--- src/audio_peak_level_meter_top_assert.svh ---
// ---------------------------------------------------------------------------
// Assertion macros for the audio peak level meter
// Concurrent checks clocked on clk and held off while rst_n is low.
// ---------------------------------------------------------------------------
`ifndef AUDIO_PEAK_LEVEL_METER_TOP_ASSERT_SVH
`define AUDIO_PEAK_LEVEL_METER_TOP_ASSERT_SVH

// same-cycle implication
`define APM_ASSERT_NOW(label, ante, cons, msg) \
    label: assert property (@(posedge clk) disable iff (!rst_n) (ante) |-> (cons)) \
        else $error(msg);

// next-cycle implication
`define APM_ASSERT_NEXT(label, ante, cons, msg) \
    label: assert property (@(posedge clk) disable iff (!rst_n) (ante) |=> (cons)) \
        else $error(msg);

`endif

--- src/apm_pkg.sv ---
// ---------------------------------------------------------------------------
// Audio peak level meter package
// Payload types, queue command, configuration set and level classifier.
// ---------------------------------------------------------------------------
package apm_pkg;

    localparam int QUEUE_DEPTH = 4;
    localparam int QPTR_W      = $clog2(QUEUE_DEPTH);
    localparam int QCNT_W      = $clog2(QUEUE_DEPTH + 1);
    localparam int SHOWN_BARS  = 5;
    localparam int BAR_HEIGHTS_W = SHOWN_BARS * 3;
    localparam int CFG_DATA_W  = 16;
    localparam int CFG_IDX_W   = 3;

    localparam logic [2:0] LEVEL_QUIET = 3'd0;
    localparam logic [2:0] LEVEL_ONE   = 3'd1;
    localparam logic [2:0] LEVEL_TWO   = 3'd2;
    localparam logic [2:0] LEVEL_THREE = 3'd3;
    localparam logic [2:0] LEVEL_FOUR  = 3'd4;
    localparam logic [2:0] LEVEL_LOUD  = 3'd5;

    localparam logic KIND_FRAME  = 1'b0;
    localparam logic KIND_REPORT = 1'b1;

    typedef enum logic [1:0] {
        OP_SAMPLE = 2'd0,
        OP_TICK   = 2'd1,
        OP_REPORT = 2'd2,
        OP_UNUSED = 2'd3
    } op_e_t;

    typedef enum logic [CFG_IDX_W-1:0] {
        REG_SILENCE_CODE  = 3'd0,
        REG_LEVEL_ONE     = 3'd1,
        REG_LEVEL_TWO     = 3'd2,
        REG_LEVEL_THREE   = 3'd3,
        REG_LEVEL_FOUR    = 3'd4,
        REG_LOUD          = 3'd5,
        REG_FRAME_LENGTH  = 3'd6,
        REG_UPDATE_MS     = 3'd7
    } reg_idx_e_t;

    typedef struct packed {
        logic [1:0]  operation;
        logic [11:0] sample;
    } in_item_t;

    typedef struct packed {
        logic                     result_kind;
        logic [2:0]               frame_level;
        logic [11:0]              frame_peak;
        logic                     alert;
        logic                     bars_updated;
        logic [BAR_HEIGHTS_W-1:0] bar_heights;
        logic [11:0]              report_peak;
        logic [31:0]              loud_sum;
        logic [23:0]              loud_count;
        logic [39:0]              sample_sum;
        logic [31:0]              sample_count;
    } out_item_t;

    typedef struct packed {
        logic [11:0] silence_code;
        logic [11:0] level_one_threshold;
        logic [11:0] level_two_threshold;
        logic [11:0] level_three_threshold;
        logic [11:0] level_four_threshold;
        logic [11:0] loud_threshold;
        logic [7:0]  frame_length;
        logic [15:0] bar_interval;
    } cfg_t;

    typedef struct packed {
        op_e_t       op;
        logic [11:0] amp;
    } cmd_t;

    typedef struct packed {
        logic valid;
        cmd_t cmd;
    } q_entry_t;

    function automatic logic [2:0] classify(input logic [11:0] peak, input cfg_t cfg);
        logic [2:0] level;
        if (peak < cfg.level_one_threshold)
            level = LEVEL_QUIET;
        else if (peak < cfg.level_two_threshold)
            level = LEVEL_ONE;
        else if (peak < cfg.level_three_threshold)
            level = LEVEL_TWO;
        else if (peak < cfg.level_four_threshold)
            level = LEVEL_THREE;
        else if (peak < cfg.loud_threshold)
            level = LEVEL_FOUR;
        else
            level = LEVEL_LOUD;
        return level;
    endfunction

endpackage

--- src/apm_if.sv ---
// ---------------------------------------------------------------------------
// Audio peak level meter channels
// Valid/ready stream interfaces for input items and result items.
// ---------------------------------------------------------------------------
interface apm_item_if;
    logic               valid;
    logic               ready;
    apm_pkg::in_item_t  payload;

    modport source (output valid, output payload, input ready);
    modport sink (input valid, input payload, output ready);
endinterface

interface apm_result_if;
    logic               valid;
    logic               ready;
    apm_pkg::out_item_t payload;

    modport source (output valid, output payload, input ready);
    modport sink (input valid, input payload, output ready);
endinterface

--- src/apm_front.sv ---
// ---------------------------------------------------------------------------
// Audio peak level meter front end
// Accepts items, drops unused operations and forms the sample amplitude.
// ---------------------------------------------------------------------------
module apm_front (
    apm_item_if.sink          items,
    input  logic [11:0]       silence_code,
    input  logic              full,
    output apm_pkg::q_entry_t push
);

    logic [11:0] sample;
    logic        known_op;

    assign sample      = items.payload.sample;
    assign items.ready = !full;

    always_comb
    begin
        case (items.payload.operation) inside
            apm_pkg::OP_SAMPLE, apm_pkg::OP_TICK, apm_pkg::OP_REPORT: known_op = 1'b1;
            default: known_op = 1'b0;
        endcase
    end

    always_comb
    begin
        push.valid   = items.valid && !full && known_op;
        push.cmd.op  = apm_pkg::op_e_t'(items.payload.operation);
        push.cmd.amp = (sample >= silence_code) ? (sample - silence_code)
                                                : (silence_code - sample);
    end

endmodule

--- src/apm_queue.sv ---
// ---------------------------------------------------------------------------
// Audio peak level meter command queue
// Short first-in first-out buffer between the front end and the back end.
// ---------------------------------------------------------------------------
`include "audio_peak_level_meter_top_assert.svh"

module apm_queue (
    input  logic              clk,
    input  logic              rst_n,
    input  apm_pkg::q_entry_t push,
    output logic              full,
    output apm_pkg::q_entry_t head,
    input  logic              pop
);

    localparam logic [apm_pkg::QCNT_W-1:0] DEPTH = apm_pkg::QCNT_W'(apm_pkg::QUEUE_DEPTH);

    apm_pkg::cmd_t                 entry_reg [apm_pkg::QUEUE_DEPTH];
    logic [apm_pkg::QPTR_W-1:0]    wr_ptr_reg, wr_ptr_next;
    logic [apm_pkg::QPTR_W-1:0]    rd_ptr_reg, rd_ptr_next;
    logic [apm_pkg::QCNT_W-1:0]    count_reg, count_next;
    logic                          do_push, do_pop;

    assign full       = (count_reg == DEPTH);
    assign do_push    = push.valid && !full;
    assign do_pop     = pop && (count_reg != '0);
    assign head.valid = (count_reg != '0);
    assign head.cmd   = entry_reg[rd_ptr_reg];

    always_comb
    begin
        wr_ptr_next = do_push ? wr_ptr_reg + 1'b1 : wr_ptr_reg;
        rd_ptr_next = do_pop ? rd_ptr_reg + 1'b1 : rd_ptr_reg;
        count_next  = count_reg;
        if (do_push && !do_pop)
            count_next = count_reg + 1'b1;
        else if (!do_push && do_pop)
            count_next = count_reg - 1'b1;
    end

    always_ff @(posedge clk or negedge rst_n)
    begin
        if (!rst_n)
        begin
            wr_ptr_reg <= '0;
            rd_ptr_reg <= '0;
            count_reg  <= '0;
        end
        else
        begin
            wr_ptr_reg <= wr_ptr_next;
            rd_ptr_reg <= rd_ptr_next;
            count_reg  <= count_next;
        end
    end

    always_ff @(posedge clk)
    begin
        if (do_push)
            entry_reg[wr_ptr_reg] <= push.cmd;
    end

    `APM_ASSERT_NOW(a_count_bound, 1'b1, count_reg <= DEPTH, "queue count past depth")
    `APM_ASSERT_NOW(a_pop_nonempty, pop, count_reg != '0, "pop from empty queue")
    `APM_ASSERT_NEXT(a_push_grows, do_push && !do_pop, count_reg == $past(count_reg) + 1'b1,
        "queue count did not advance on push")
    `APM_ASSERT_NOW(a_ptr_gap, 1'b1,
        (count_reg == DEPTH) || (count_reg == '0) ||
        (wr_ptr_reg - rd_ptr_reg) == count_reg[apm_pkg::QPTR_W-1:0],
        "queue pointers disagree with count")

endmodule

--- src/apm_back.sv ---
// ---------------------------------------------------------------------------
// Audio peak level meter back end
// Frame tracking, level classification, statistics and result register.
// ---------------------------------------------------------------------------
`include "audio_peak_level_meter_top_assert.svh"

module apm_back #(
    parameter int BAR_COLUMNS  = 5,
    parameter int ALERT_FRAMES = 20
) (
    input  logic              clk,
    input  logic              rst_n,
    input  apm_pkg::cfg_t     cfg,
    input  apm_pkg::q_entry_t head,
    output logic              pop,
    apm_result_if.source      results
);

    localparam int         BAR_W       = BAR_COLUMNS * 3;
    localparam int         SHOWN       = (BAR_COLUMNS < apm_pkg::SHOWN_BARS) ? BAR_COLUMNS
                                                                              : apm_pkg::SHOWN_BARS;
    localparam int         SHOWN_W     = SHOWN * 3;
    localparam logic [7:0] ALERT_LIMIT = 8'(ALERT_FRAMES);

    logic [7:0]       frame_cnt_reg, frame_cnt_next;
    logic [11:0]      run_peak_reg, run_peak_next;
    logic [15:0]      ms_reg, ms_next;
    logic [BAR_W-1:0] bars_reg, bars_next;
    logic [7:0]       tally_reg, tally_next;
    logic [11:0]      peak_rep_reg, peak_rep_next;
    logic [31:0]      loud_sum_reg, loud_sum_next;
    logic [23:0]      loud_cnt_reg, loud_cnt_next;
    logic [39:0]      amp_sum_reg, amp_sum_next;
    logic [31:0]      smp_cnt_reg, smp_cnt_next;
    logic             out_valid_reg, out_valid_next;
    apm_pkg::out_item_t out_reg, out_next;

    logic [7:0]       frame_cnt_inc, flen, tally_inc;
    logic [11:0]      peak;
    logic [2:0]       level;
    logic             frame_end, loud, alert, shift;
    logic [40:0]      amp_sum_add;
    logic [32:0]      smp_cnt_add, loud_sum_add;
    logic [24:0]      loud_cnt_add;
    logic [BAR_W-1:0] bars_shifted;
    logic [apm_pkg::BAR_HEIGHTS_W-1:0] heights_now, heights_shifted;

    assign pop             = head.valid && (!out_valid_reg || results.ready);
    assign results.valid   = out_valid_reg;
    assign results.payload = out_reg;

    always_comb
    begin
        frame_cnt_inc = frame_cnt_reg + 8'd1;
        flen          = (cfg.frame_length == 8'd0) ? 8'd1 : cfg.frame_length;
        frame_end     = (frame_cnt_inc >= flen);
        peak          = (head.cmd.amp > run_peak_reg) ? head.cmd.amp : run_peak_reg;
        level         = apm_pkg::classify(peak, cfg);
        loud          = (level == apm_pkg::LEVEL_LOUD);
        tally_inc     = tally_reg + 8'd1;
        alert         = loud && (tally_inc >= ALERT_LIMIT);
        shift         = (ms_reg >= cfg.bar_interval);
        amp_sum_add   = {1'b0, amp_sum_reg} + 41'(head.cmd.amp);
        smp_cnt_add   = {1'b0, smp_cnt_reg} + 33'd1;
        loud_sum_add  = {1'b0, loud_sum_reg} + 33'(peak);
        loud_cnt_add  = {1'b0, loud_cnt_reg} + 25'd1;
        bars_shifted  = {level, bars_reg[BAR_W-1:3]};
        heights_now     = apm_pkg::BAR_HEIGHTS_W'(bars_reg[SHOWN_W-1:0]);
        heights_shifted = apm_pkg::BAR_HEIGHTS_W'(bars_shifted[SHOWN_W-1:0]);
    end

    always_comb
    begin
        frame_cnt_next = frame_cnt_reg;
        run_peak_next  = run_peak_reg;
        ms_next        = ms_reg;
        bars_next      = bars_reg;
        tally_next     = tally_reg;
        peak_rep_next  = peak_rep_reg;
        loud_sum_next  = loud_sum_reg;
        loud_cnt_next  = loud_cnt_reg;
        amp_sum_next   = amp_sum_reg;
        smp_cnt_next   = smp_cnt_reg;
        out_valid_next = out_valid_reg && !results.ready;
        out_next       = out_reg;

        if (pop)
        begin
            case (head.cmd.op)
                apm_pkg::OP_SAMPLE:
                begin
                    amp_sum_next = amp_sum_add[40] ? '1 : amp_sum_add[39:0];
                    smp_cnt_next = smp_cnt_add[32] ? '1 : smp_cnt_add[31:0];
                    if (frame_end)
                    begin
                        frame_cnt_next = '0;
                        run_peak_next  = '0;
                        if (peak > peak_rep_reg)
                            peak_rep_next = peak;
                        if (loud)
                        begin
                            loud_sum_next = loud_sum_add[32] ? '1 : loud_sum_add[31:0];
                            loud_cnt_next = loud_cnt_add[24] ? '1 : loud_cnt_add[23:0];
                            tally_next    = alert ? '0 : tally_inc;
                        end
                        if (shift)
                        begin
                            bars_next = bars_shifted;
                            ms_next   = '0;
                        end
                        out_valid_next       = 1'b1;
                        out_next             = '0;
                        out_next.result_kind = apm_pkg::KIND_FRAME;
                        out_next.frame_level = level;
                        out_next.frame_peak  = peak;
                        out_next.alert       = alert;
                        out_next.bars_updated = shift;
                        out_next.bar_heights = shift ? heights_shifted : heights_now;
                    end
                    else
                    begin
                        frame_cnt_next = frame_cnt_inc;
                        run_peak_next  = peak;
                    end
                end
                apm_pkg::OP_TICK:
                begin
                    if (ms_reg != '1)
                        ms_next = ms_reg + 16'd1;
                end
                apm_pkg::OP_REPORT:
                begin
                    out_valid_next        = 1'b1;
                    out_next              = '0;
                    out_next.result_kind  = apm_pkg::KIND_REPORT;
                    out_next.bar_heights  = heights_now;
                    out_next.report_peak  = peak_rep_reg;
                    out_next.loud_sum     = loud_sum_reg;
                    out_next.loud_count   = loud_cnt_reg;
                    out_next.sample_sum   = amp_sum_reg;
                    out_next.sample_count = smp_cnt_reg;
                    peak_rep_next = '0;
                    loud_sum_next = '0;
                    loud_cnt_next = '0;
                    amp_sum_next  = '0;
                    smp_cnt_next  = '0;
                end
                default:
                begin
                end
            endcase
        end
    end

    always_ff @(posedge clk or negedge rst_n)
    begin
        if (!rst_n)
        begin
            frame_cnt_reg <= '0;
            run_peak_reg  <= '0;
            ms_reg        <= '0;
            bars_reg      <= '0;
            tally_reg     <= '0;
            peak_rep_reg  <= '0;
            loud_sum_reg  <= '0;
            loud_cnt_reg  <= '0;
            amp_sum_reg   <= '0;
            smp_cnt_reg   <= '0;
            out_valid_reg <= 1'b0;
        end
        else
        begin
            frame_cnt_reg <= frame_cnt_next;
            run_peak_reg  <= run_peak_next;
            ms_reg        <= ms_next;
            bars_reg      <= bars_next;
            tally_reg     <= tally_next;
            peak_rep_reg  <= peak_rep_next;
            loud_sum_reg  <= loud_sum_next;
            loud_cnt_reg  <= loud_cnt_next;
            amp_sum_reg   <= amp_sum_next;
            smp_cnt_reg   <= smp_cnt_next;
            out_valid_reg <= out_valid_next;
        end
    end

    always_ff @(posedge clk)
    begin
        out_reg <= out_next;
    end

    `APM_ASSERT_NOW(a_tally_bound, 1'b1, tally_reg < ALERT_LIMIT, "loud tally reached alert limit")
    `APM_ASSERT_NEXT(a_stall_hold, out_valid_reg && !results.ready,
        out_valid_reg && $stable(out_reg), "result dropped while stalled")
    `APM_ASSERT_NEXT(a_shift_clears_ms,
        pop && head.cmd.op == apm_pkg::OP_SAMPLE && frame_end && shift,
        ms_reg == '0, "bar shift left millisecond count")
    `APM_ASSERT_NEXT(a_report_clears, pop && head.cmd.op == apm_pkg::OP_REPORT,
        smp_cnt_reg == '0 && amp_sum_reg == '0 && peak_rep_reg == '0,
        "report left statistics behind")

endmodule

--- src/audio_peak_level_meter_top.sv ---
// ---------------------------------------------------------------------------
// Audio peak level meter
// Per-frame peak levels, loud-frame alerts, bar history and statistics.
//
// Channel    Dir  Handshake     Payload
// items      in   valid/ready   operation, sample
// results    out  valid/ready   frame result or statistics report
// cfg_*      in   write enable  register index, register data
//
// One item per cycle while items.ready is high, which falls when the queue is
// full; an item passes the command queue and then the result register.
// Reset loads register defaults and clears state except queue entries and
// result payload; no clearing pass. A four-entry queue absorbs result stalls.
// ---------------------------------------------------------------------------
module audio_peak_level_meter_top #(
    parameter int BAR_COLUMNS  = 5,
    parameter int ALERT_FRAMES = 20
) (
    input  logic                           clk,
    input  logic                           rst_n,
    apm_item_if.sink                       items,
    apm_result_if.source                   results,
    input  logic                           cfg_wr_en,
    input  logic [apm_pkg::CFG_IDX_W-1:0]  cfg_index,
    input  logic [apm_pkg::CFG_DATA_W-1:0] cfg_data
);

    apm_pkg::cfg_t     cfg_reg;
    apm_pkg::q_entry_t push, head;
    logic              full, pop;

    always_ff @(posedge clk or negedge rst_n)
    begin
        if (!rst_n)
        begin
            cfg_reg.silence_code          <= 12'd2048;
            cfg_reg.level_one_threshold   <= 12'd100;
            cfg_reg.level_two_threshold   <= 12'd250;
            cfg_reg.level_three_threshold <= 12'd350;
            cfg_reg.level_four_threshold  <= 12'd450;
            cfg_reg.loud_threshold        <= 12'd750;
            cfg_reg.frame_length          <= 8'd79;
            cfg_reg.bar_interval          <= 16'd75;
        end
        else if (cfg_wr_en)
        begin
            case (apm_pkg::reg_idx_e_t'(cfg_index))
                apm_pkg::REG_SILENCE_CODE:  cfg_reg.silence_code          <= cfg_data[11:0];
                apm_pkg::REG_LEVEL_ONE:     cfg_reg.level_one_threshold   <= cfg_data[11:0];
                apm_pkg::REG_LEVEL_TWO:     cfg_reg.level_two_threshold   <= cfg_data[11:0];
                apm_pkg::REG_LEVEL_THREE:   cfg_reg.level_three_threshold <= cfg_data[11:0];
                apm_pkg::REG_LEVEL_FOUR:    cfg_reg.level_four_threshold  <= cfg_data[11:0];
                apm_pkg::REG_LOUD:          cfg_reg.loud_threshold        <= cfg_data[11:0];
                apm_pkg::REG_FRAME_LENGTH:  cfg_reg.frame_length          <= cfg_data[7:0];
                apm_pkg::REG_UPDATE_MS:     cfg_reg.bar_interval          <= cfg_data;
                default:
                begin
                end
            endcase
        end
    end

    apm_front u_front (
        .items        (items),
        .silence_code (cfg_reg.silence_code),
        .full         (full),
        .push         (push)
    );

    apm_queue u_queue (
        .clk   (clk),
        .rst_n (rst_n),
        .push  (push),
        .full  (full),
        .head  (head),
        .pop   (pop)
    );

    apm_back #(
        .BAR_COLUMNS  (BAR_COLUMNS),
        .ALERT_FRAMES (ALERT_FRAMES)
    ) u_back (
        .clk     (clk),
        .rst_n   (rst_n),
        .cfg     (cfg_reg),
        .head    (head),
        .pop     (pop),
        .results (results)
    );

endmodule

--- src/flat_wrapper.sv ---
// flat-port wrapper written by rule: the top's interface ports become plain ports
module audio_peak_level_meter_top_flat 
#(
    parameter int BAR_COLUMNS  = 5,
    parameter int ALERT_FRAMES = 20
)
  (clk, rst_n, cfg_wr_en, cfg_index, cfg_data, items_valid, items_payload, items_ready, results_valid, results_payload, results_ready);
  apm_item_if items_i ();
  apm_result_if results_i ();
  input  logic clk;
  input  logic rst_n;
  input  logic cfg_wr_en;
  input  logic [apm_pkg::CFG_IDX_W-1:0] cfg_index;
  input  logic [apm_pkg::CFG_DATA_W-1:0] cfg_data;
  input wire logic [$bits(items_i.valid)-1:0] items_valid;
  input wire logic [$bits(items_i.payload)-1:0] items_payload;
  output wire logic [$bits(items_i.ready)-1:0] items_ready;
  output wire logic [$bits(results_i.valid)-1:0] results_valid;
  output wire logic [$bits(results_i.payload)-1:0] results_payload;
  input wire logic [$bits(results_i.ready)-1:0] results_ready;
  assign items_i.valid = items_valid;
  assign items_i.payload = items_payload;
  assign items_ready = items_i.ready;
  assign results_valid = results_i.valid;
  assign results_payload = results_i.payload;
  assign results_i.ready = results_ready;
  audio_peak_level_meter_top #(.BAR_COLUMNS(BAR_COLUMNS), .ALERT_FRAMES(ALERT_FRAMES)) u_core (.clk(clk), .rst_n(rst_n), .items(items_i), .results(results_i), .cfg_wr_en(cfg_wr_en), .cfg_index(cfg_index), .cfg_data(cfg_data));
endmodule
--- config.mk ---
export PLATFORM = sky130hd
export DESIGN_NAME = audio_peak_level_meter_top_flat
export DESIGN_NICKNAME = d
export VERILOG_FILES = /design/src/apm_pkg.sv /design/src/apm_if.sv /design/src/apm_front.sv /design/src/apm_queue.sv /design/src/apm_back.sv /design/src/audio_peak_level_meter_top.sv /design/src/flat_wrapper.sv
export VERILOG_INCLUDE_DIRS = /design/src /design/src/src
export SDC_FILE = /design/constraint.sdc
export NUM_CORES = 1
export LEC_CHECK = 0
export BUFFER_PORTS_ARGS = -buffer_cell sky130_fd_sc_hd__buf_2
export CAP_MARGIN = 5
export CORE_ASPECT_RATIO = 0.5
export CORE_MARGIN = 5
export CORE_UTILIZATION = 40
export CTS_CLUSTER_SIZE = 16
export DETAILED_ROUTE_END_ITERATION = 12
export SYNTH_ARGS = -nofsm -noshare
export SYNTH_HDL_FRONTEND = slang
export SYNTH_HIERARCHICAL = 1
export SYNTH_SLANG_ARGS = --single-unit
--- constraint.sdc ---
create_clock -name clk -period 10.1 [get_ports clk]
set_input_delay 2.02 -clock clk [delete_from_list [all_inputs] [get_ports clk]]
set_output_delay 2.02 -clock clk [all_outputs]
set_load 0.01 [all_outputs]
==> metrics.csv, run 1 <==
stage,metric,value,unit
logic_synthesis,Mapped Area,27700,µm²
final_layout,"commonest non-fill, non-tap cells in the layout","dfrtp_1 (267), edfxtp_1 (229), buf_2 (211)",
clock_network,clock root buffer,clkbuf_16,
detailed_routing,Vias/cell,5.48,
pwr,Psw,4.02,mW
clock_network,Num CTS Buffers,51,
sta,slew margin rel.,19.7,%
floorplanning,# IOs,213,
logic_synthesis,Synthesized Nets,2726,
placement,Port Buffer Count,212,
pwr,"Power, Total",9.59,mW
sta,Final TNS setup,0,ps
logic_synthesis,Synth warnings,6,
hold_path,WHS Path Cells,2,
sta,Slew Limit Fails,0,
floorplanning,Initial Util,40.3,%
detailed_routing,vias,19985,
worst_setup_path,Crit. End Element,flip-flop,
sta,Finish-stage setup viols,0,
final_layout,fin area,31300,µm²
global_routing,initial antenna violation count,0,
pwr,worst vdd ir,0.206,mV
detailed_routing,DR iter-0 viols,1523,
clock_network,post-CTS resize count,0,
logic_synthesis,"EDFF count, synth",229,
logic_synthesis,ys flop type,dfrtp_1,
final_layout,Largest register FFs,173,
placement,DPL Wire Length,49600,µm
worst_setup_path,CP Cell Sequence,mux4_2 -> ha_1 -> nand4_1 -> nor2_1 -> o21ai_2 -> a31oi_2 -> nor2_1 -> a21oi_1 -> inv_1 -> ha_1 -> nand3_1 -> or3_1 -> nor2_1 -> o21ai_0 -> o211a_1 -> nor4b_1 -> nand3_1 -> o311ai_0 -> o21ai_0,
worst_setup_path,slowest CP cell,nor4b_1,
detailed_routing,drt total wl,71100,µm
pwr,Sw Share,41.9,%
final_layout,ANT cells,0,
final_layout,share of layout cells above drive strength 1,19.9,%
worst_setup_path,Setup CP Type,reg -> reg,
clock_network,H-tree Lvls,2,
hold_path,HP Class,reg -> reg,
detailed_routing,first drt pass iteration count,5,
global_routing,gr usage total,18.6,%
run,Max-cap violations,0,
logic_synthesis,"area leader, netlist",edfxtp_1,
sta,min Tclk post-route,7620,ps
logic_synthesis,Post-Syn Instances,2522,
final_layout,Final #Nets,2903,
clock_network,Post-CTS Setup Bufs,0,
placement,"Cell Area, Placed",29700,µm²
worst_setup_path,most frequent CP cell,nor2_1,
floorplanning,die area,75000,µm²
global_routing,largest net degree at the start of global routing,115,
clock_network,Clock Latency Late Sink,600,ps
pwr,Pwr Density,307,nW/µm²
floorplanning,Die Width,382,µm
worst_setup_path,WP data required,10560,ps
worst_setup_path,CP arrival,8080,ps
clock_network,hold_buf cts,0,
global_routing,vias in the first global route,19702,
floorplanning,Core Box Area,68800,µm²
worst_setup_path,worst-path maximum fanout,23,
logic_synthesis,"Seq/Total Area, Yosys",52.3,%
sta,period utilization,75.4,%
logic_synthesis,Synth top area share,24.8,%
logic_synthesis,"FF+latch count, synth",532,
worst_setup_path,Crit path max-delay family,simple AND/OR/NAND/NOR gates,
detailed_routing,Remaining DRCs,0,
worst_setup_path,critical path buffer and inverter count,1,
worst_setup_path,Critical Path Stages,19,
clock_network,CTS tree,done,
sta,worst slew pin tran,1200,ps
logic_synthesis,Synth Area per Inst,11.0,µm²
final_layout,Area Overhead vs Synth,12.7,%
sta,"Hold Violations, Final",0,
final_layout,"commonest non-fill, non-tap cell in the layout",dfrtp_1,
floorplanning,Die Y-Extent,196,µm
placement,Placer Congestion,0.879,
sta,FMAX,0.131,GHz
floorplanning,row count,68,
outcome,outcome,completed,
logic_synthesis,Synth area leaders,"edfxtp_1 (25%), dfrtp_1 (24%), ha_1 (7.3%)",
pwr,clock power share,19.6,%
sta,Clock Skew,25.1,ps
sta,RSZ-0062 raised after global routing,false,
worst_setup_path,reg2reg path depth,19,
clock_network,Clock Path Buffers,3,
worst_setup_path,max incr delay on CP,980,ps
worst_setup_path,CP startpoint kind,flip-flop,
detailed_routing,Final ANT Viol Nets,0,
detailed_routing,wire per inst,19.5,µm
global_routing,total grt overflow,0,
clock_network,"Clk pin slew, worst setup/hold paths",70,ps
logic_synthesis,Synth cell types,90,
global_routing,first-pass GRT wire length,113000,µm
final_layout,final core occ,45.4,%
clock_network,# clock sinks,532,
pwr,Lkg Pwr,14.0,nW
pwr,Seq pwr share,33.9,%
pwr,combinational share of power,46.5,%
logic_synthesis,asr flop ratio synth,57.0,%
pwr,P_int,5.57,mW
==> power groups by stage <==
stage	Clock (mW)	Sequential [mW]	Combinational (mW)
2_1_floorplan	0	3.39	2.89
3_3_place_gp	0	3.29	4.33
3_5_place_dp	0	3.30	4.45
4_1_cts	1.94	3.26	4.47
5_1_grt	2.02	3.31	4.94
6_report	1.88	3.25	4.46
==> Yosys cell counts, drive strengths merged (18+ instances only) <==
cell type and instances:
o21a 20, dfrtp 267, xnor2 25, nand4 32
a21o 48, clkbuf 82, nand3 73, a21oi 178
nor3 37, nor2 166, o31ai 32, o22a 29
nand2b 19, nor2b 18, edfxtp 229, o21ai 126
and3 160, ha 161, a31oi 46, buf 29
dfstp 36, mux2 140, inv 178, and2 23
nand2 163
==> final cells by class <==
cell class                      instances  area, µm²
Clock inverter                         22        174
Inverter                              180        682
Clock buffer                           72       1430
Sequential cell                       532      14500
Tap cell                              910       1140
Fill cell                            6349      37600
Timing Repair Buffer                  235       1240
Multi-Input combinational cell       1699      12100
==> cell families (layout without fill, tap and decap cells) <==
family | count (synthesis) | count (layout) | synth area share [%]
simple gates | 757 | 757 | 14.2
buf+inv | 291 | 509 | 4.28
flops | 532 | 532 | 52.3
xor+xnor | 39 | 39 | 1.23
fa+ha+maj | 166 | 166 | 7.62
mux | 170 | 170 | 7.42
compound gates | 567 | 567 | 13.0
==> final timing paths <==
path                                                from                        endpoint  slack [ps]
setup / recovery            u_core/u_queue/rd_ptr_reg[0]  u_core/u_back/loud_sum_reg[29]        2480
hold / removal             u_core/u_back/run_peak_reg[3]   u_core/u_back/run_peak_reg[3]         490
setup reg to reg            u_core/u_queue/rd_ptr_reg[0]  u_core/u_back/loud_sum_reg[29]        2480
hold reg to reg            u_core/u_back/run_peak_reg[3]   u_core/u_back/run_peak_reg[3]         490
max in group asynchronous                          rst_n  u_core/u_back/loud_cnt_reg[16]        7000
min in group asynchronous                          rst_n    u_core/u_queue/rd_ptr_reg[1]        1510
==> layer usage <==
| metal | routed length [µm] | share of wire, % | global-route usage [%] | vias to the layer above |
|---|---|---|---|---|
| li1 | - | - | - | 9595 |
| met3 | 3250 | 4.6 | 2.65 | 89 |
| met1 | 32900 | 46 | 26.0 | 9869 |
| met2 | 33600 | 47 | 31.0 | 432 |
| met4 | 1370 | 1.9 | 4.35 | 0 |
| met5 | 0 | 0 | 0 | - |
==> through the flow <==
| stage | setup slack [ps] | cells | hold WS (ps) |
|---|---|---|---|
| 3_5_place_dp | 2540 | 3556 | 474 |
| 4_1_cts | 2500 | 3650 | 489 |
| 5_1_grt | 1770 | 3650 | 504 |
| 2_1_floorplan | 2390 | 2522 | 449 |
| 3_3_place_gp | 2750 | 3556 | 464 |
| 6_report | 2480 | 3650 | 488 |
==> tightest hold or removal path, cell delays in order (launching register included) <==
cell and delay [ps]:
dfrtp_1 340, nand2_1 50, o31ai_1 60
Power figures use the tool's default switching activity.
==> run 2: changes to the inputs <==
==> constraint.sdc (replaced) <==
create_clock -name clk -period 7.2 [get_ports clk]
set_input_delay 1.44 -clock clk [delete_from_list [all_inputs] [get_ports clk]]
set_output_delay 1.44 -clock clk [all_outputs]
set_load 0.01 [all_outputs]
==> metrics.csv, run 2 (synthesized netlist as in run 1, its figures left out) <==
stage,metric,value,unit,change
clock_network,"Clk pin slew, worst setup/hold paths",70,ps,about the same
final_layout,Area Overhead vs Synth,13.6,%,
detailed_routing,drt total wl,71500,µm,+0.54%
global_routing,total grt overflow,0,,unchanged
clock_network,post-CTS resize count,0,,unchanged
worst_setup_path,CP arrival,7200,ps,-880 ps
hold_path,WHS Path Cells,2,,unchanged
outcome,outcome,completed,,
sta,Clock Skew,20.1,ps,-4.98 ps
clock_network,H-tree Lvls,2,,unchanged
sta,period utilization,92.5,%,+17 points
final_layout,Largest register FFs,173,,unchanged
clock_network,Clock Latency Late Sink,610,ps,about the same
clock_network,Num CTS Buffers,51,,unchanged
sta,FMAX,0.150,GHz,+14%
global_routing,initial antenna violation count,1,,+1
final_layout,share of layout cells above drive strength 1,20.2,%,+0.39 points
pwr,"Power, Total",13.8,mW,+44%
sta,slew margin rel.,21.7,%,+2.1 points
worst_setup_path,CP Cell Sequence,buf_12 -> mux4_1 -> ha_1 -> nand4_2 -> nor2_1 -> o21ai_2 -> a31oi_2 -> buf_4 -> nor2_1 -> a21oi_1 -> inv_1 -> ha_1 -> nand3_1 -> or3_1 -> nor2_1 -> o21ai_0 -> o211a_1 -> or4b_4 -> o31ai_4 -> buf_4 -> and4_1 -> o21a_1,,
detailed_routing,vias,20025,,+0.20%
final_layout,sequential cell area,14500,µm²,unchanged
hold_path,HP Class,reg -> reg,,
clock_network,CTS tree,done,,
floorplanning,Core Box Area,68800,µm²,unchanged
clock_network,Post-CTS Setup Bufs,0,,unchanged
detailed_routing,Final ANT Viol Nets,0,,unchanged
placement,DPL Wire Length,49500,µm,-0.25%
clock_network,clock root buffer,clkbuf_16,,
final_layout,fin area,31500,µm²,+0.78%
sta,"Hold Violations, Final",0,,unchanged
global_routing,first-pass GRT wire length,113000,µm,+0.36%
floorplanning,Die Y-Extent,196,µm,unchanged
clock_network,# clock sinks,532,,unchanged
sta,Final TNS setup,0,ps,unchanged
floorplanning,die area,75000,µm²,unchanged
clock_network,Clock Path Buffers,3,,unchanged
worst_setup_path,Crit path max-delay family,simple AND/OR/NAND/NOR gates,,
floorplanning,Die Width,382,µm,unchanged
detailed_routing,first drt pass iteration count,5,,unchanged
worst_setup_path,most frequent CP cell,nor2_1,,
sta,worst slew pin tran,1170,ps,-26.5 ps
global_routing,vias in the first global route,19753,,+0.26%
worst_setup_path,Crit. End Element,flip-flop,,
global_routing,largest net degree at the start of global routing,134,,+17%
final_layout,Final #Nets,2908,,+0.17%
pwr,worst vdd ir,0.271,mV,+32%
pwr,Lkg Pwr,14.1,nW,+0.74%
sta,RSZ-0062 raised after global routing,false,,
worst_setup_path,critical path buffer and inverter count,4,,+3
detailed_routing,M1 WL,32500,µm,-1.2%
sta,Slew Limit Fails,0,,unchanged
placement,pre-CTS setup slack,649,ps,-1890 ps
final_layout,"commonest non-fill, non-tap cell in the layout",dfrtp_1,,
floorplanning,Initial Util,40.3,%,unchanged
run,Max-cap violations,0,,unchanged
final_layout,Fillers,6347,,-0.032%
detailed_routing,DR WL met2,34200,µm,+1.9%
sta,min Tclk post-route,6660,ps,-960 ps
sta,Finish-stage setup viols,0,,unchanged
floorplanning,# IOs,213,,unchanged
worst_setup_path,WP data required,7740,ps,-2820 ps
placement,Placer Congestion,0.865,,-1.7%
detailed_routing,DR top layer,met4,,
worst_setup_path,reg2reg path depth,22,,+3
placement,"Cell Area, Placed",29700,µm²,+0.21%
sta,worst setup margin,541,ps,-1940 ps
detailed_routing,met3 WL,3300,µm,+1.6%
clock_network,hold_buf cts,0,,unchanged
detailed_routing,Vias/cell,5.48,,about the same
detailed_routing,wire per inst,19.5,µm,+0.35%
worst_setup_path,slowest CP cell,mux4_1,,
global_routing,gr usage total,18.7,%,+0.065 points
final_layout,Multi-input gate area,12100,µm²,unchanged
floorplanning,row count,68,,unchanged
worst_setup_path,max incr delay on CP,670,ps,-310 ps
detailed_routing,Remaining DRCs,0,,unchanged
detailed_routing,DR iter-0 viols,1471,,-3.4%
worst_setup_path,worst-path maximum fanout,41,,+78%
worst_setup_path,CP startpoint kind,flip-flop,,
final_layout,"commonest non-fill, non-tap cells in the layout","dfrtp_1 (267), edfxtp_1 (229), buf_2 (211)",,
pwr,Pwr Density,437,nW/µm²,+42%
worst_setup_path,Setup CP Type,reg -> reg,,
worst_setup_path,Critical Path Stages,22,,+3
placement,Port Buffer Count,212,,unchanged
## run 2: changes by cell type in the layout (fill, tap and decap cells not counted), sizes merged
cell      previous run  this run
clkbuf              72        64
bufinv               2         7
clkinvlp             1         4
buf                235       240
diode                0         1
inv                180       182
clkinv              19        18
## run 2: worst paths after layout
check / slack (ps) / start / end
hold / removal: 480 / u_core/u_back/run_peak_reg[6] / u_core/u_back/run_peak_reg[6]
min in group asynchronous: 880 / rst_n / u_core/u_queue/count_reg[0]
setup reg to reg: 540 / u_core/u_queue/rd_ptr_reg[0] / u_core/u_back/loud_cnt_reg[23]
setup / recovery: 540 / u_core/u_queue/rd_ptr_reg[0] / u_core/u_back/loud_cnt_reg[23]
max in group asynchronous: 4750 / rst_n / u_core/u_back/loud_sum_reg[10]
hold reg to reg: 480 / u_core/u_back/run_peak_reg[6] / u_core/u_back/run_peak_reg[6]
## run 2: layer usage
| metal | up-vias | GRT usage, % |
|---|---|---|
| li1 | 9606 | - |
| met1 | 9932 | 25.7 |
| met2 | 401 | 31.5 |
| met3 | 86 | 2.77 |
| met4 | 0 | 4.43 |
| met5 | - | 0 |
## run 2: cell type report
type	count	area share (%)
diodes	1	0.00794
clock buffers	64	4.47
clock inverters	31	1.19
inverters	180	2.16
multi-input cells	1699	38.4
flip-flops and latches	532	46.0
well taps	910	3.61
repair buffers	240	4.14
## run 2: power breakdown
| part | internal (mW) | switching, mW |
|---|---|---|
| clock network | 1.65 | 1.22 |
| logic | 2.22 | 4.13 |
| registers | 4.17 | 0.375 |
## run 2: tightest hold or removal path, cell delays in order (launching register included)
cell and delay, ps:
dfrtp_1 340, nand2_1 50, o31ai_1 60
## run 2: through the flow
| step | utilization [%] | hold WS [ps] | std cells |
|---|---|---|---|
| 2_1_floorplan | - | 449 | 2522 |
| 3_3_place_gp | 43.2 | 465 | 3561 |
| 3_5_place_dp | 43.2 | 468 | 3561 |
| 4_1_cts | 45.8 | 482 | 3656 |
| 5_1_grt | 45.8 | 504 | 3656 |
| 6_report | 45.8 | 482 | 3657 |
==> run 3: changes to the inputs <==
--- a/config.mk
+++ b/config.mk
@@ -13,6 +13,7 @@
 export CORE_UTILIZATION = 40
 export CTS_CLUSTER_SIZE = 16
 export DETAILED_ROUTE_END_ITERATION = 12
+export PLACE_DENSITY_LB_ADDON = 0.3
 export SYNTH_ARGS = -nofsm -noshare
 export SYNTH_HDL_FRONTEND = slang
 export SYNTH_HIERARCHICAL = 1
==> metrics.csv, run 3 (synthesized netlist as in run 1, its figures left out) <==
stage,metric,value,unit,change
outcome,outcome,completed,,
floorplanning,Core Box Area,68800,µm²,unchanged
sta,slew margin rel.,19.1,%,-2.6 points
clock_network,# clock sinks,532,,unchanged
placement,Placer Congestion,0.890,,+2.9%
sta,worst hold slack,478,ps,-3.66 ps
worst_setup_path,CP arrival,7080,ps,-120 ps
floorplanning,Initial Util,40.3,%,unchanged
final_layout,Largest register FFs,173,,unchanged
global_routing,total grt overflow,0,,unchanged
clock_network,H-tree Lvls,2,,unchanged
sta,period utilization,90.9,%,-1.5 points
floorplanning,row count,68,,unchanged
pwr,Pwr Density,432,nW/µm²,-1.1%
final_layout,Final #Nets,2911,,+0.10%
sta,Slew Limit Fails,0,,unchanged
sta,FMAX,0.153,GHz,+1.7%
detailed_routing,Remaining DRCs,0,,unchanged
global_routing,Most Crowded Layer GR,met2,,
final_layout,ANT cells,0,,-1
hold_path,HP Class,reg -> reg,,
sta,Final TNS setup,0,ps,unchanged
pwr,Lkg Pwr,14.1,nW,-0.29%
worst_setup_path,Setup CP Type,reg -> reg,,
sta,Clock Skew,16.2,ps,-3.94 ps
sta,worst slew pin tran,1210,ps,+39.1 ps
sta,RSZ-0062 raised after global routing,false,,
global_routing,largest net degree at the start of global routing,159,,+19%
detailed_routing,Vias/cell,5.47,,-0.11%
placement,Port Buffer Count,212,,unchanged
worst_setup_path,CP startpoint kind,flip-flop,,
worst_setup_path,WP data required,7740,ps,about the same
global_routing,gr usage total,18.4,%,-0.32 points
final_layout,Area Overhead vs Synth,13.3,%,
final_layout,share of layout cells above drive strength 1,20.3,%,+0.087 points
clock_network,CTS tree,done,,
sta,"Hold Violations, Final",0,,unchanged
floorplanning,# IOs,213,,unchanged
floorplanning,Die Width,382,µm,unchanged
clock_network,Clock Path Buffers,3,,unchanged
clock_network,"Clk pin slew, worst setup/hold paths",70,ps,about the same
floorplanning,die area,75000,µm²,unchanged
placement,"Cell Area, Placed",29800,µm²,about the same
clock_network,hold_buf cts,0,,unchanged
pwr,"Power, Total",13.6,mW,-1.4%
floorplanning,Die Y-Extent,196,µm,unchanged
worst_setup_path,Crit. End Element,flip-flop,,
worst_setup_path,max incr delay on CP,590,ps,-80 ps
detailed_routing,first drt pass iteration count,5,,unchanged
sta,min Tclk post-route,6550,ps,-112 ps
global_routing,M2 GR Usage,30.6,%,-0.90 points
detailed_routing,wire per inst,19.3,µm,-1.2%
detailed_routing,Final ANT Viol Nets,0,,unchanged
final_layout,"commonest non-fill, non-tap cells in the layout","dfrtp_1 (267), edfxtp_1 (229), buf_2 (211)",,
global_routing,met1 Use GR,25.2,%,-0.50 points
global_routing,first-pass GRT wire length,111000,µm,-1.5%
detailed_routing,vias,20014,,-0.055%
clock_network,clock root buffer,clkbuf_16,,
final_layout,final core occ,45.7,%,-0.14 points
final_layout,"commonest non-fill, non-tap cell in the layout",dfrtp_1,,
worst_setup_path,most frequent CP cell,buf_4,,
detailed_routing,DR iter-0 viols,1453,,-1.2%
worst_setup_path,CP Cell Sequence,buf_4 -> mux4_2 -> ha_1 -> nand4_1 -> nor3_1 -> a31oi_4 -> buf_4 -> a21oi_1 -> inv_1 -> ha_1 -> nand3_1 -> or3_1 -> nor2_1 -> o21ai_0 -> o211a_1 -> or4b_4 -> o31ai_4 -> buf_4 -> and4_1 -> o21a_1,,
run,Max-cap violations,0,,unchanged
clock_network,Clock Latency Late Sink,590,ps,-20 ps
final_layout,fin area,31400,µm²,-0.30%
pwr,worst vdd ir,0.316,mV,+16%
placement,DPL Wire Length,49400,µm,-0.23%
worst_setup_path,slowest CP cell,or4b_4,,
global_routing,initial antenna violation count,1,,unchanged
worst_setup_path,worst-path maximum fanout,41,,unchanged
global_routing,GR met3 Demand/Resource,2.92,%,+0.15 points
global_routing,vias in the first global route,19574,,-0.91%
clock_network,Num CTS Buffers,51,,unchanged
sta,Finish-stage setup viols,0,,unchanged
detailed_routing,drt total wl,70700,µm,-1.1%
==> run 3: critical path: cells and delay by family (launching register included) <==
family / cells / cell delay [ps]
mux: 1 / 570
buf+inv: 4 / 1220
simple gates: 7 / 2210
compound gates: 6 / 1190
flops: 1 / 570
fa+ha+maj: 2 / 720
==> run 3: timing repair <==
item                       4_1_cts  5_1_grt
buffers inserted                 0        0
resized for setup                0        1
setup endpoints to repair        0        1
==> run 3: layout make-up <==
| cell class | instances | area (µm²) |
|---|---|---|
| timing repair buffer | 243 | 1330 |
| multi-input combinational | 1699 | 12100 |
| fill | 6307 | 37400 |
| sequential | 532 | 14500 |
| clock inverter | 31 | 241 |
| inverter | 180 | 682 |
| clock buffer | 64 | 1420 |
| tap | 910 | 1140 |
==> run 3: final timing paths <==
check                                                   start                             end  slack, ps  depth (start not counted)
worst max register to register   u_core/u_queue/rd_ptr_reg[0]  u_core/u_back/loud_cnt_reg[23]        650                         20
min in group asynchronous                               rst_n    u_core/u_queue/wr_ptr_reg[0]        830                          1
worst min-delay path            u_core/u_back/run_peak_reg[6]   u_core/u_back/run_peak_reg[6]        480                          2
max in group asynchronous                               rst_n    u_core/u_back/amp_sum_reg[4]       4890                          2
worst max-delay path             u_core/u_queue/rd_ptr_reg[0]  u_core/u_back/loud_cnt_reg[23]        650                         20
worst min register to register  u_core/u_back/run_peak_reg[6]   u_core/u_back/run_peak_reg[6]        480                          2
==> run 3: metrics by stage <==
step | setup slack, ps | std cells
global route | 163 | 3659
finish | 653 | 3659
detailed placement | 554 | 3564
CTS | 543 | 3659
floorplan | 72.0 | 2522
global placement | 703 | 3564
==> run 3: power by group <==
part           total, mW  internal [mW]  switching (mW)
clock               2.68           1.48            1.20
sequential          4.54           4.17           0.373
combinational       6.36           2.23            4.13
==> run 3: per-layer routing <==
metal,wire length [µm],vias up
li1,-,9625
met1,32400,9909
met2,33700,391
met3,3090,87
met4,1520,2
met5,13,-
